$ cat src/design/range_to_cidr_prefix_expander_macros.svh
// Assertion macros shared by the range-to-CIDR expander RTL.
`ifndef RANGE_TO_CIDR_PREFIX_EXPANDER_MACROS_SVH
`define RANGE_TO_CIDR_PREFIX_EXPANDER_MACROS_SVH

`ifndef SYNTHESIS
// Property must hold on every rising clock edge outside reset.
`define RCPE_ASSERT(label, clk, rst, prop) \
  label: assert property (@(posedge clk) disable iff (rst) prop) \
    else $error("rcpe: assertion violated");
// Condition must never be seen outside reset.
`define RCPE_NEVER(label, clk, rst, cond) \
  `RCPE_ASSERT(label, clk, rst, !(cond))
`else
`define RCPE_ASSERT(label, clk, rst, prop)
`define RCPE_NEVER(label, clk, rst, cond)
`endif

`endif

$ cat src/design/rcpe_pkg.sv
// Types, constants and helper functions of the range-to-CIDR expander.
package rcpe_pkg;

  localparam int ADDR_W = 32;
  localparam int SPAN_W = ADDR_W + 1;
  localparam int PFX_W = 6;
  localparam int HOST_W = 5;
  localparam int RCPE_QUEUE_DEPTH = 2;

  // One range waiting for expansion: first address and address count
  typedef struct packed {
    logic [ADDR_W-1:0] start;
    logic [SPAN_W-1:0] span;
  } range_job_t;

  // Set every bit below the most significant one
  function automatic logic [SPAN_W-1:0] smear(logic [SPAN_W-1:0] v);
    logic [SPAN_W-1:0] x;
    x = v;
    x = x | (x >> 1);
    x = x | (x >> 2);
    x = x | (x >> 4);
    x = x | (x >> 8);
    x = x | (x >> 16);
    x = x | (x >> 32);
    return x;
  endfunction

  // Bit index of a one-hot block size, i.e. the host-bit count
  function automatic logic [HOST_W-1:0] host_bits(logic [ADDR_W-1:0] oh);
    logic [HOST_W-1:0] k;
    k = '0;
    for (int i = 0; i < ADDR_W; i++) begin
      if (oh[i]) begin
        k = k | HOST_W'(i);
      end
    end
    return k;
  endfunction

endpackage

$ cat src/design/rcpe_range_if.sv
// Input channel: one inclusive address range per item.
interface rcpe_range_if;
  logic        valid;
  logic        ready;
  logic [31:0] range_start;
  logic [31:0] range_end;

  modport source(output valid, range_start, range_end, input ready);
  modport sink(input valid, range_start, range_end, output ready);
endinterface

$ cat src/design/rcpe_block_if.sv
// Output channel: one CIDR prefix block per item.
interface rcpe_block_if;
  logic        valid;
  logic        ready;
  logic [31:0] block_base;
  logic [5:0]  prefix_length;
  logic        last_block;

  modport source(output valid, block_base, prefix_length, last_block, input ready);
  modport sink(input valid, block_base, prefix_length, last_block, output ready);
endinterface

$ cat src/design/rcpe_front.sv
// Front end: accepts ranges, drops empty ones, computes the address count.
module rcpe_front (
  rcpe_range_if.sink          ranges,
  output logic                push_valid,
  input  logic                push_ready,
  output rcpe_pkg::range_job_t push_job
);
  import rcpe_pkg::*;

  logic non_empty;

  // Empty ranges are taken and discarded
  assign non_empty = ranges.range_start <= ranges.range_end;
  assign ranges.ready = push_ready;
  assign push_valid = ranges.valid && non_empty;

  // Address count end - start + 1, up to 2^32 for the full space
  assign push_job.start = ranges.range_start;
  assign push_job.span = {1'b0, ranges.range_end} - {1'b0, ranges.range_start}
                         + SPAN_W'(1);

endmodule

$ cat src/design/rcpe_queue.sv
// Short FIFO of classified ranges between the front end and the expander.
`include "range_to_cidr_prefix_expander_macros.svh"
module rcpe_queue #(
  parameter int DEPTH = rcpe_pkg::RCPE_QUEUE_DEPTH
) (
  input  logic                 clk,
  input  logic                 rst,
  input  logic                 push_valid,
  output logic                 push_ready,
  input  rcpe_pkg::range_job_t push_job,
  output logic                 pop_valid,
  input  logic                 pop_ready,
  output rcpe_pkg::range_job_t pop_job
);
  import rcpe_pkg::*;

  localparam int PTR_W = (DEPTH > 1) ? $clog2(DEPTH) : 1;
  localparam int CNT_W = $clog2(DEPTH + 1);

  range_job_t       entries [DEPTH];
  logic [PTR_W-1:0] wr_ptr;
  logic [PTR_W-1:0] rd_ptr;
  logic [CNT_W-1:0] count;
  logic             push;
  logic             pop;

  assign push_ready = count != CNT_W'(DEPTH);
  assign pop_valid = count != '0;
  assign pop_job = entries[rd_ptr];
  assign push = push_valid && push_ready;
  assign pop = pop_valid && pop_ready;

  // Storage
  always_ff @(posedge clk) begin
    if (push) begin
      entries[wr_ptr] <= push_job;
    end
  end

  // Pointers and fill count
  always_ff @(posedge clk) begin
    if (rst) begin
      wr_ptr <= '0;
      rd_ptr <= '0;
      count <= '0;
    end else begin
      if (push) begin
        wr_ptr <= (wr_ptr == PTR_W'(DEPTH - 1)) ? '0 : wr_ptr + PTR_W'(1);
      end
      if (pop) begin
        rd_ptr <= (rd_ptr == PTR_W'(DEPTH - 1)) ? '0 : rd_ptr + PTR_W'(1);
      end
      if (push && !pop) begin
        count <= count + CNT_W'(1);
      end else if (pop && !push) begin
        count <= count - CNT_W'(1);
      end
    end
  end

  `RCPE_NEVER(a_q_overflow, clk, rst, push_valid && push && count == CNT_W'(DEPTH))
  `RCPE_NEVER(a_q_underflow, clk, rst, pop && count == '0)
  `RCPE_NEVER(a_q_count_range, clk, rst, count > CNT_W'(DEPTH))

endmodule

$ cat src/design/rcpe_back.sv
// Back end: walks one range and emits one prefix block per cycle while the receiver is ready.
`include "range_to_cidr_prefix_expander_macros.svh"
module rcpe_back (
  input  logic                 clk,
  input  logic                 rst,
  input  logic                 job_valid,
  output logic                 job_ready,
  input  rcpe_pkg::range_job_t job,
  rcpe_block_if.source         blocks
);
  import rcpe_pkg::*;

  logic              busy;
  logic [ADDR_W-1:0] cursor;
  logic [SPAN_W-1:0] rem;
  logic              out_valid;
  logic [ADDR_W-1:0] out_base;
  logic [PFX_W-1:0]  out_prefix;
  logic              out_last;

  logic [ADDR_W-1:0] lowbit;
  logic [ADDR_W-1:0] align_oh;
  logic [SPAN_W-1:0] fill;
  logic [SPAN_W-1:0] top_oh;
  logic              fits;
  logic [ADDR_W-1:0] size;
  logic              last;
  logic [PFX_W-1:0]  prefix;
  logic              advance;

  // Largest block allowed by alignment; address zero is capped at /1
  assign lowbit = cursor & (~cursor + ADDR_W'(1));
  assign align_oh = (cursor == '0) ? (ADDR_W'(1) << (ADDR_W - 1)) : lowbit;

  // Largest power of two not above the remaining count
  assign fill = smear(rem);
  assign top_oh = fill ^ (fill >> 1);

  // Take the smaller of the two
  assign fits = |({1'b0, align_oh} & fill);
  assign size = fits ? align_oh : top_oh[ADDR_W-1:0];
  assign last = rem == {1'b0, size};
  assign prefix = PFX_W'(ADDR_W) - PFX_W'(host_bits(size));

  assign advance = busy && (!out_valid || blocks.ready);
  assign job_ready = !busy;

  assign blocks.valid = out_valid;
  assign blocks.block_base = out_base;
  assign blocks.prefix_length = out_prefix;
  assign blocks.last_block = out_last;

  // Range walk control and output register
  always_ff @(posedge clk) begin
    if (rst) begin
      busy <= 1'b0;
      out_valid <= 1'b0;
    end else begin
      if (advance) begin
        out_valid <= 1'b1;
      end else if (blocks.ready) begin
        out_valid <= 1'b0;
      end
      if (!busy && job_valid) begin
        busy <= 1'b1;
      end else if (advance && last) begin
        busy <= 1'b0;
      end
    end
  end

  // Datapath registers
  always_ff @(posedge clk) begin
    if (!busy && job_valid) begin
      cursor <= job.start;
      rem <= job.span;
    end else if (advance) begin
      cursor <= cursor + size;
      rem <= rem - {1'b0, size};
    end
    if (advance) begin
      out_base <= cursor;
      out_prefix <= prefix;
      out_last <= last;
    end
  end

  `RCPE_ASSERT(a_rem_nonzero, clk, rst, busy |-> rem != '0)
  `RCPE_ASSERT(a_size_onehot, clk, rst, busy |-> $onehot(size))
  `RCPE_ASSERT(a_base_aligned, clk, rst, out_valid |-> (out_base << out_prefix) == '0)

endmodule

$ cat src/design/range_to_cidr_prefix_expander.sv
// Top level of the address range to CIDR prefix block expander.
// A range passes the range queue and the back-end walk registers before its
// first block is offered. Throughput: one block per cycle while the receiver
// is ready; a range of up to 62 blocks is loaded first and the next is taken
// after its last block. Queued ranges let the input run ahead during a walk.
// Reset: synchronous; empties the range queue and drops any block in flight.
module range_to_cidr_prefix_expander #(
  parameter int QUEUE_DEPTH = rcpe_pkg::RCPE_QUEUE_DEPTH
) (
  input logic          clk,
  input logic          rst,
  rcpe_range_if.sink   ranges,
  rcpe_block_if.source blocks
);
  import rcpe_pkg::*;

  logic       push_valid;
  logic       push_ready;
  range_job_t push_job;
  logic       job_valid;
  logic       job_ready;
  range_job_t job;

  rcpe_front u_front (
    .ranges     (ranges),
    .push_valid (push_valid),
    .push_ready (push_ready),
    .push_job   (push_job)
  );

  rcpe_queue #(
    .DEPTH (QUEUE_DEPTH)
  ) u_queue (
    .clk        (clk),
    .rst        (rst),
    .push_valid (push_valid),
    .push_ready (push_ready),
    .push_job   (push_job),
    .pop_valid  (job_valid),
    .pop_ready  (job_ready),
    .pop_job    (job)
  );

  rcpe_back u_back (
    .clk       (clk),
    .rst       (rst),
    .job_valid (job_valid),
    .job_ready (job_ready),
    .job       (job),
    .blocks    (blocks)
  );

endmodule

$ cat src/flat_wrapper.sv
// flat-port wrapper written by rule: the top's interface ports become plain ports
module range_to_cidr_prefix_expander_flat import rcpe_pkg::*;
#(
  parameter int QUEUE_DEPTH = rcpe_pkg::RCPE_QUEUE_DEPTH
)
  (clk, rst, ranges_valid, ranges_range_start, ranges_range_end, ranges_ready, blocks_valid, blocks_block_base, blocks_prefix_length, blocks_last_block, blocks_ready);
  rcpe_range_if ranges_i ();
  rcpe_block_if blocks_i ();
  input logic clk;
  input logic rst;
  input wire logic [$bits(ranges_i.valid)-1:0] ranges_valid;
  input wire logic [$bits(ranges_i.range_start)-1:0] ranges_range_start;
  input wire logic [$bits(ranges_i.range_end)-1:0] ranges_range_end;
  output wire logic [$bits(ranges_i.ready)-1:0] ranges_ready;
  output wire logic [$bits(blocks_i.valid)-1:0] blocks_valid;
  output wire logic [$bits(blocks_i.block_base)-1:0] blocks_block_base;
  output wire logic [$bits(blocks_i.prefix_length)-1:0] blocks_prefix_length;
  output wire logic [$bits(blocks_i.last_block)-1:0] blocks_last_block;
  input wire logic [$bits(blocks_i.ready)-1:0] blocks_ready;
  assign ranges_i.valid = ranges_valid;
  assign ranges_i.range_start = ranges_range_start;
  assign ranges_i.range_end = ranges_range_end;
  assign ranges_ready = ranges_i.ready;
  assign blocks_valid = blocks_i.valid;
  assign blocks_block_base = blocks_i.block_base;
  assign blocks_prefix_length = blocks_i.prefix_length;
  assign blocks_last_block = blocks_i.last_block;
  assign blocks_i.ready = blocks_ready;
  range_to_cidr_prefix_expander #(.QUEUE_DEPTH(QUEUE_DEPTH)) u_core (.clk(clk), .rst(rst), .ranges(ranges_i), .blocks(blocks_i));
endmodule
$ cat config.mk
export PLATFORM = sky130hd
export DESIGN_NAME = range_to_cidr_prefix_expander_flat
export DESIGN_NICKNAME = d
export VERILOG_FILES = /design/src/design/rcpe_pkg.sv /design/src/design/rcpe_range_if.sv /design/src/design/rcpe_block_if.sv /design/src/design/rcpe_front.sv /design/src/design/rcpe_queue.sv /design/src/design/rcpe_back.sv /design/src/design/range_to_cidr_prefix_expander.sv /design/src/flat_wrapper.sv
export VERILOG_INCLUDE_DIRS = /design/src /design/src/design
export SDC_FILE = /design/constraint.sdc
export NUM_CORES = 1
export LEC_CHECK = 0
export CAP_MARGIN = 20
export CORE_ASPECT_RATIO = 0.9
export CORE_MARGIN = 5
export CORE_UTILIZATION = 35
export DETAILED_ROUTE_END_ITERATION = 8
export DONT_BUFFER_PORTS = 1
export PLACE_DENSITY = 0.61
export SLEW_MARGIN = 20
export SYNTH_ARGS = -nofsm -noshare
export SYNTH_HDL_FRONTEND = slang
export SYNTH_SLANG_ARGS = --single-unit
$ cat constraint.sdc
create_clock -name clk -period 14.55 [get_ports clk]
set_input_delay 3.6375 -clock clk [delete_from_list [all_inputs] [get_ports clk]]
set_output_delay 3.6375 -clock clk [all_outputs]
set_load 0.01 [all_outputs]
==> impl_metrics.ini, run 1 <==
[global_routing]
grt.overflow.total = 0
met3_usage = 0.02936
grt_pass1_wl_um = 72830
grt_max_degree = 76
grt_pass1_vias = 12120
gr-usage-met1 = 0.2793
grt_use_total = 0.1794
grt_util_met2 = 0.2655
antenna_found_initial = 0
busiest_layer = met1

[timing]
tightestPinTransition_ps = 1020
max_slew_margin = 0.3178
setup-violations-final = 0
fin_tns_setup_ps = 0
fmax_mhz = 110.1
fin_crit_sh = 0.6243
clock_skew_ps = 45.68
slew_violations = 0
hold_viol = 0
setup_slack_ps = 5467
rsz0062_at_grt = no
min_period_ps = 9083

[clock_network]
numClockSinks = 241
cts_setup_buffers = 0
cts_resized = 0
insertion_delay_ps = 590
cts.clk_slew.worst_paths_ps = 60
cts_tree = yes
cts_buffer_depth = 3
numCtsBuffers = 27
cts_root_buffer = clkbuf_16
htree_num_levels = 1
holdBufCountCts = 0

[pwr]
power_density_nw_per_um2 = 190.8
power.switching_uw = 1439
comb_power_share = 0.436
power_frac_clock = 0.184
internal-power_uw = 2018
vdd_drop_max_mv = 0.08931
leakagePower_uw = 0.007157
switching_share = 0.4162
seq_power_share = 0.380

[synth]
synth-seq-cells = 241
ys_seq_area_frac = 0.4315
synth_cell_types = 94
netlist_area_um2 = 16610
synthesis.nets = 1851
syn_area_per_cell_um2 = 10.25
yosys_warnings = 0
ys_async_sr_fraction = 0
syn_inst = 1621
synth_ff_type = edfxtp_1
synth_edf_count = 234

[cells_and_area]
final_area_um2 = 18120
nets = 1852
n_antenna_cell = 0
area_delta_synth_final_pct = 9.093
drive_gt1_frac = 0.06345

[route]
drc = 0
drt_wl_total_um = 47930
dr.pass1.iters = 5
vias = 12590
post_drt_wl_per_cell_um = 21.26
drt_iter0_drc = 1047
via_per_inst = 5.585
ant_nets = 0

[setup_path]
startpoint_type = register
critical_path_class = reg2reg
cp_cell_sequence = nor4_4 > nand4_2 > nor4b_4 > o2111ai_1 > nor4b_1 > nand3_1 > o21ai_0 > a211o_1 > a2111o_1 > nor4_4 > o2111a_1 > ha_1 > fa_1 > inv_1 > a21oi_1 > o21ai_0 > a211oi_1 > o31ai_1 > a2111oi_0 > o31ai_1 > a21boi_0 > xnor2_1 > nand2_1 > o21ai_0
crit_slowest_cell = nand3_1
path_buf_inv = 1
arrival_ps = 9390
critPathMostFrequentCell = o21ai_0
critPathTopFamily = compound AO/OA/AOI/OAI gates
cp_slowest_stage_delay_ps = 860
required_ps = 14860
end_kind = register
crit_fanout = 20

[placed_design]
io_buffers = 0
dpl.hpwl_um = 37650
dpl_cell_area_um2 = 17320
gp_congestion = 0.9303
place_ws_ps = 5738

[floorplanning]
num_io_pins = 109
core-area_um2 = 46830
die_area_um2 = 51910
die_height_um = 216.7
start_util = 0.3547
row_count = 75
die_w_um = 239.6

[worst_hold_path]
hold_class = reg2reg

[job]
drv_cap = 0

[run_status]
status = finished clean
==> cells in the final DEF (no fill, tap or decap), types with 19 or more instances in the layout <==
cell       Yosys  routed
o21ai_0       77      76
a211oi_1      24      24
nor2b_1       31      30
xor2_1        26      26
mux2i_1       49      49
ha_1         159     159
nand4_1       30      30
o21a_1        23      23
nand2b_1      20      19
xnor2_1       58      58
nor2_1       130     128
a21oi_1      117     117
nor3_1        32      32
nand2_1      116     116
nand3_1       36      36
a21o_1        57      57
clkbuf_16      0      27
edfxtp_1     234     234
inv_1        117     117
==> through the flow <==
stage	hold WS [ps]	instances	total power, uW	util
final	507.5	2255	3456	0.3869
after detailed placement	497.1	2209	2817	0.3698
after CTS	512.4	2255	3466	0.3869
after floorplan	447.6	1621	2373	-
after global routing	528.8	2255	3701	0.3869
after global placement	475.6	2209	2810	0.3698
==> cell type report <==
class                           count  area, um2
Multi-Input combinational cell   1224       8855
Timing Repair Buffer               11      82.58
Fill cell                        4550      28710
Sequential cell                   241       7171
Clock inverter                     13      102.6
Tap cell                          616      770.7
Inverter                          117      439.2
Clock buffer                       33      698.2
==> final timing paths <==
kind / to / slack (ps) / depth (start not counted) / start
worst min register to register: u_core.u_back.blocks.block_base[31] / 510 / 0 / u_core.u_back.cursor[31]
worst max-delay path: u_core.u_back.rem[30] / 5470 / 24 / u_core.u_back.rem[32]
worst max register to register: u_core.u_back.rem[30] / 5470 / 24 / u_core.u_back.rem[32]
worst min-delay path: u_core.u_back.blocks.block_base[31] / 510 / 0 / u_core.u_back.cursor[31]
==> cell usage after synthesis, drive strengths merged (4+ instances only) <==
cell | n | share of area
nand3 | 37 | 0.011
nor2b | 31 | 0.012
nor4 | 25 | 0.015
nor3b | 4 | 0.0018
mux2 | 6 | 0.0041
a31o | 6 | 0.0032
a21o | 58 | 0.026
and2 | 8 | 0.0030
nand4b | 7 | 0.0041
a31oi | 12 | 0.0045
a2111oi | 5 | 0.0030
or4 | 4 | 0.0020
nor3 | 36 | 0.013
nand2 | 116 | 0.026
ha | 159 | 0.12
or3 | 13 | 0.0053
o311ai | 4 | 0.0021
o21bai | 5 | 0.0025
a21boi | 5 | 0.0023
inv | 117 | 0.026
a2111o | 5 | 0.0034
xnor2 | 58 | 0.031
clkbuf | 29 | 0.0066
nand4 | 33 | 0.014
o31ai | 12 | 0.0054
buf | 10 | 0.0046
or2 | 6 | 0.0023
nand2b | 20 | 0.0075
o2111ai | 10 | 0.0053
a211oi | 25 | 0.012
a21oi | 117 | 0.035
xor2 | 26 | 0.014
a22oi | 4 | 0.0018
and3 | 19 | 0.0072
mux2i | 49 | 0.030
nor4b | 8 | 0.0051
dfxtp | 7 | 0.0084
o211ai | 10 | 0.0048
o21a | 23 | 0.010
o21ai | 81 | 0.024
edfxtp | 234 | 0.42
nor2 | 130 | 0.029
and4 | 7 | 0.0038
==> kinds of logic after synthesis <==
family | after synthesis | synth area share
DFF | 241 | 0.4315
xor gates and xnor gates | 84 | 0.04430
AOI/OAI and AO/OA | 409 | 0.1616
and+or+nand+nor | 514 | 0.1680
adders and majority gates | 162 | 0.1234
buffers and inverters | 156 | 0.03759
muxes | 55 | 0.03360
==> metal layers <==
metal | part of all wire | up-vias
met3 | 0.063 | 55
li1 | - | 6076
met4 | 0.018 | 0
met1 | 0.49 | 6071
met2 | 0.42 | 392
met5 | 0 | -
==> flip-flops by register name, summed over array words and instances (netlist names), named ones only <==
signal                              cells
u_core.u_back.blocks.prefix_length      6
u_core.u_back.blocks.block_base        32
u_core.u_queue.rd_ptr                   1
u_core.u_queue.wr_ptr                   1
u_core.u_queue.entries                130
u_core.u_back.rem                      33
u_core.u_queue.count                    2
u_core.u_back.busy                      1
u_core.u_back.blocks.valid              1
u_core.u_back.blocks.last_block         1
u_core.u_back.cursor                   32
==> power by group through the flow <==
| stage | logic (uW) | registers (uW) | clock network (uW) |
|---|---|---|---|
| detailed placement | 1490 | 1330 | 0 |
| CTS | 1500 | 1310 | 653 |
| global route | 1680 | 1330 | 684 |
| global placement | 1490 | 1320 | 0 |
| floorplan | 1150 | 1220 | 0 |
| finish | 1510 | 1310 | 636 |
No activity file was read; power rests on OpenSTA's default activity.
==> run 2, diff against run 1 <==
==> constraint.sdc (replaced) <==
create_clock -name clk -period 9.45 [get_ports clk]
set_input_delay 2.3625 -clock clk [delete_from_list [all_inputs] [get_ports clk]]
set_output_delay 2.3625 -clock clk [all_outputs]
set_load 0.01 [all_outputs]
==> run 2 against run 1 <==
Effect of this change: non-clock buffer count up 12; combinational power up 60%; die area unchanged; setup slack worse by 4200 ps; count of clock-buffer cells in the layout fell by 1; first-iteration DRC count up 6.9%; fmax increased by 12%.
==> impl_metrics.ini, run 2 (synthesized netlist as in run 1, its figures left out) <==
[run_status]
status = finished clean

[clock_network]
cts.clk_slew.worst_paths_ps = 60
cts_setup_buffers = 0
numCtsBuffers = 28
cts_resized = 0
cts_root_buffer = clkbuf_16
cts_tree = yes
insertion_delay_ps = 590
htree_num_levels = 1
holdBufCountCts = 0
cts_buffer_depth = 3
numClockSinks = 241

[setup_path]
end_kind = register
startpoint_type = register
r2r_end = u_core.u_back.rem[28]
required_ps = 9750
r2r-start = u_core.u_back.rem[32]
rrSetupSlack_ps = 1310
critical_path_class = reg2reg
arrival_ps = 8440
r2r_cells = 26
crit_fanout = 12

[worst_hold_path]
worstHoldEndpoint = u_core.u_back.blocks.block_base[31]
min_from = u_core.u_back.cursor[31]
hold_class = reg2reg
holdPathStages = 0

[cells_and_area]
nets = 1865
fillers = 4532
layout_common_cells = edfxtp_1, ha_1, nor2_1
largest-register = u_core.u_queue.entries
largest_register_ffs = 130
drive_gt1_frac = 0.07437
layout_commonest_cell = edfxtp_1
n_antenna_cell = 0
reg.largest.list = u_core.u_queue.entries (130), u_core.u_back.rem (33)
stdcell_count = 2270
area_delta_synth_final_pct = 10.12
final_area_um2 = 18290

[route]
dr.pass1.iters = 5
drc = 0
post_drt_wl_per_cell_um = 21.95
via_per_inst = 5.596
ant_nets = 0
drt_iter0_drc = 1119
drt_wl_total_um = 49830
vias = 12700

[timing]
setup-violations-final = 0
fin_tns_setup_ps = 0
min_period_ps = 8141
fmax_mhz = 122.8
tightestPinTransition_ps = 980.2
hold_viol = 0
slew_violations = 0
max_slew_margin = 0.3450
fin_crit_sh = 0.8615
clock_skew_ps = 25.63
rsz0062_at_grt = no

[placed_design]
dpl.hpwl_um = 39380
dpl_cell_area_um2 = 17410
io_buffers = 0
gp_congestion = 0.9328
dp.cells = 2221

[global_routing]
grt_pass1_vias = 12310
grt_pass1_wl_um = 75170
antenna_found_initial = 0
grt_use_total = 0.1861
grt_max_degree = 76
grt.overflow.total = 0

[floorplanning]
start_util = 0.3547
die_area_um2 = 51910
die_w_um = 239.6
core-area_um2 = 46830
num_io_pins = 109
row_count = 75
die_height_um = 216.7

[pwr]
vdd_drop_max_mv = 0.1530
power_density_nw_per_um2 = 298.0
leakagePower_uw = 0.007247

[job]
drv_cap = 0
## run 2: changes by cell type in the layout (fill, tap and decap cells not counted)
cell	delta
clkinv_1	-2
clkbuf_16	+1
clkinvlp_4	+3
buf_4	+12
clkinv_4	-1
clkinv_2	+3
clkinv_16	+1
and2_4	+1
bufinv_16	+1
clkbuf_1	-2
inv_16	-1
and2_2	-1
## run 2: routing by layer
metal,part of all wire,track usage
met1,0.48,0.2807
met2,0.42,0.2709
met3,0.080,0.04551
met4,0.025,0.03937
met5,0,0
## run 2: how the worst max path moves through the flow
stage | startpoint | endpoint | slack, ps | cells past startpoint
detailed placement | u_core.u_back.rem[32] | u_core.u_back.rem[28] | 1290 | 26
global route | u_core.u_back.rem[32] | u_core.u_back.rem[28] | 660 | 26
floorplan | ranges_range_end[17] | u_core.u_queue.entries[1][0] | 1910 | 12
CTS | u_core.u_back.rem[32] | u_core.u_back.rem[28] | 1250 | 26
finish | u_core.u_back.rem[32] | u_core.u_back.rem[28] | 1310 | 26
global placement | u_core.u_back.rem[32] | u_core.u_back.rem[28] | 1390 | 26
## run 2: area by class of cell
class | instances | area (um2) | area share
Tap cell | 616 | 770.7 | 0.04214
Inverter | 117 | 439.2 | 0.02401
Multi-Input combinational cell | 1224 | 8856 | 0.4842
Timing Repair Buffer | 23 | 172.7 | 0.009441
Clock buffer | 32 | 715.7 | 0.03913
Sequential cell | 241 | 7171 | 0.3921
Clock inverter | 17 | 163.9 | 0.008962
## run 2: worst max-delay path, stage by stage (launching register included)
cell and delay, ps:
edfxtp_1 520, nor4_4 660, nand4_2 510, nor4b_4 520, o2111ai_1 270, nor4b_1 510
nand3_1 180, buf_4 240, mux2i_1 270, a211oi_2 360, nand4_2 200, nor4_4 250
o2111a_1 320, ha_1 210, fa_1 210, inv_1 70, a21oi_1 110, o21ai_0 230
a211oi_1 420, o31ai_1 130, buf_4 170, a2111oi_0 640, o31ai_1 280, a21o_1 230
a21oi_1 160, xor2_1 150, o21ai_0 80
## run 2: power by group
part           switching (uW)  internal (uW)  leakage (uW)
Sequential                363           1640       0.00225
Clock                     445            597      0.000417
Combinational            1460            948       0.00458
Total                    2270           3190       0.00725
## run 2: stage by stage
stage	setup slack, ps	power, uW	util	hold slack, ps
2_1_floorplan	1907	3653	-	447.6
3_3_place_gp	1391	4398	0.3718	480.9
3_5_place_dp	1291	4400	0.3718	491.5
4_1_cts	1250	5467	0.3906	505.8
5_1_grt	655.6	5826	0.3906	518.2
6_report	1309	5451	0.3906	500.9
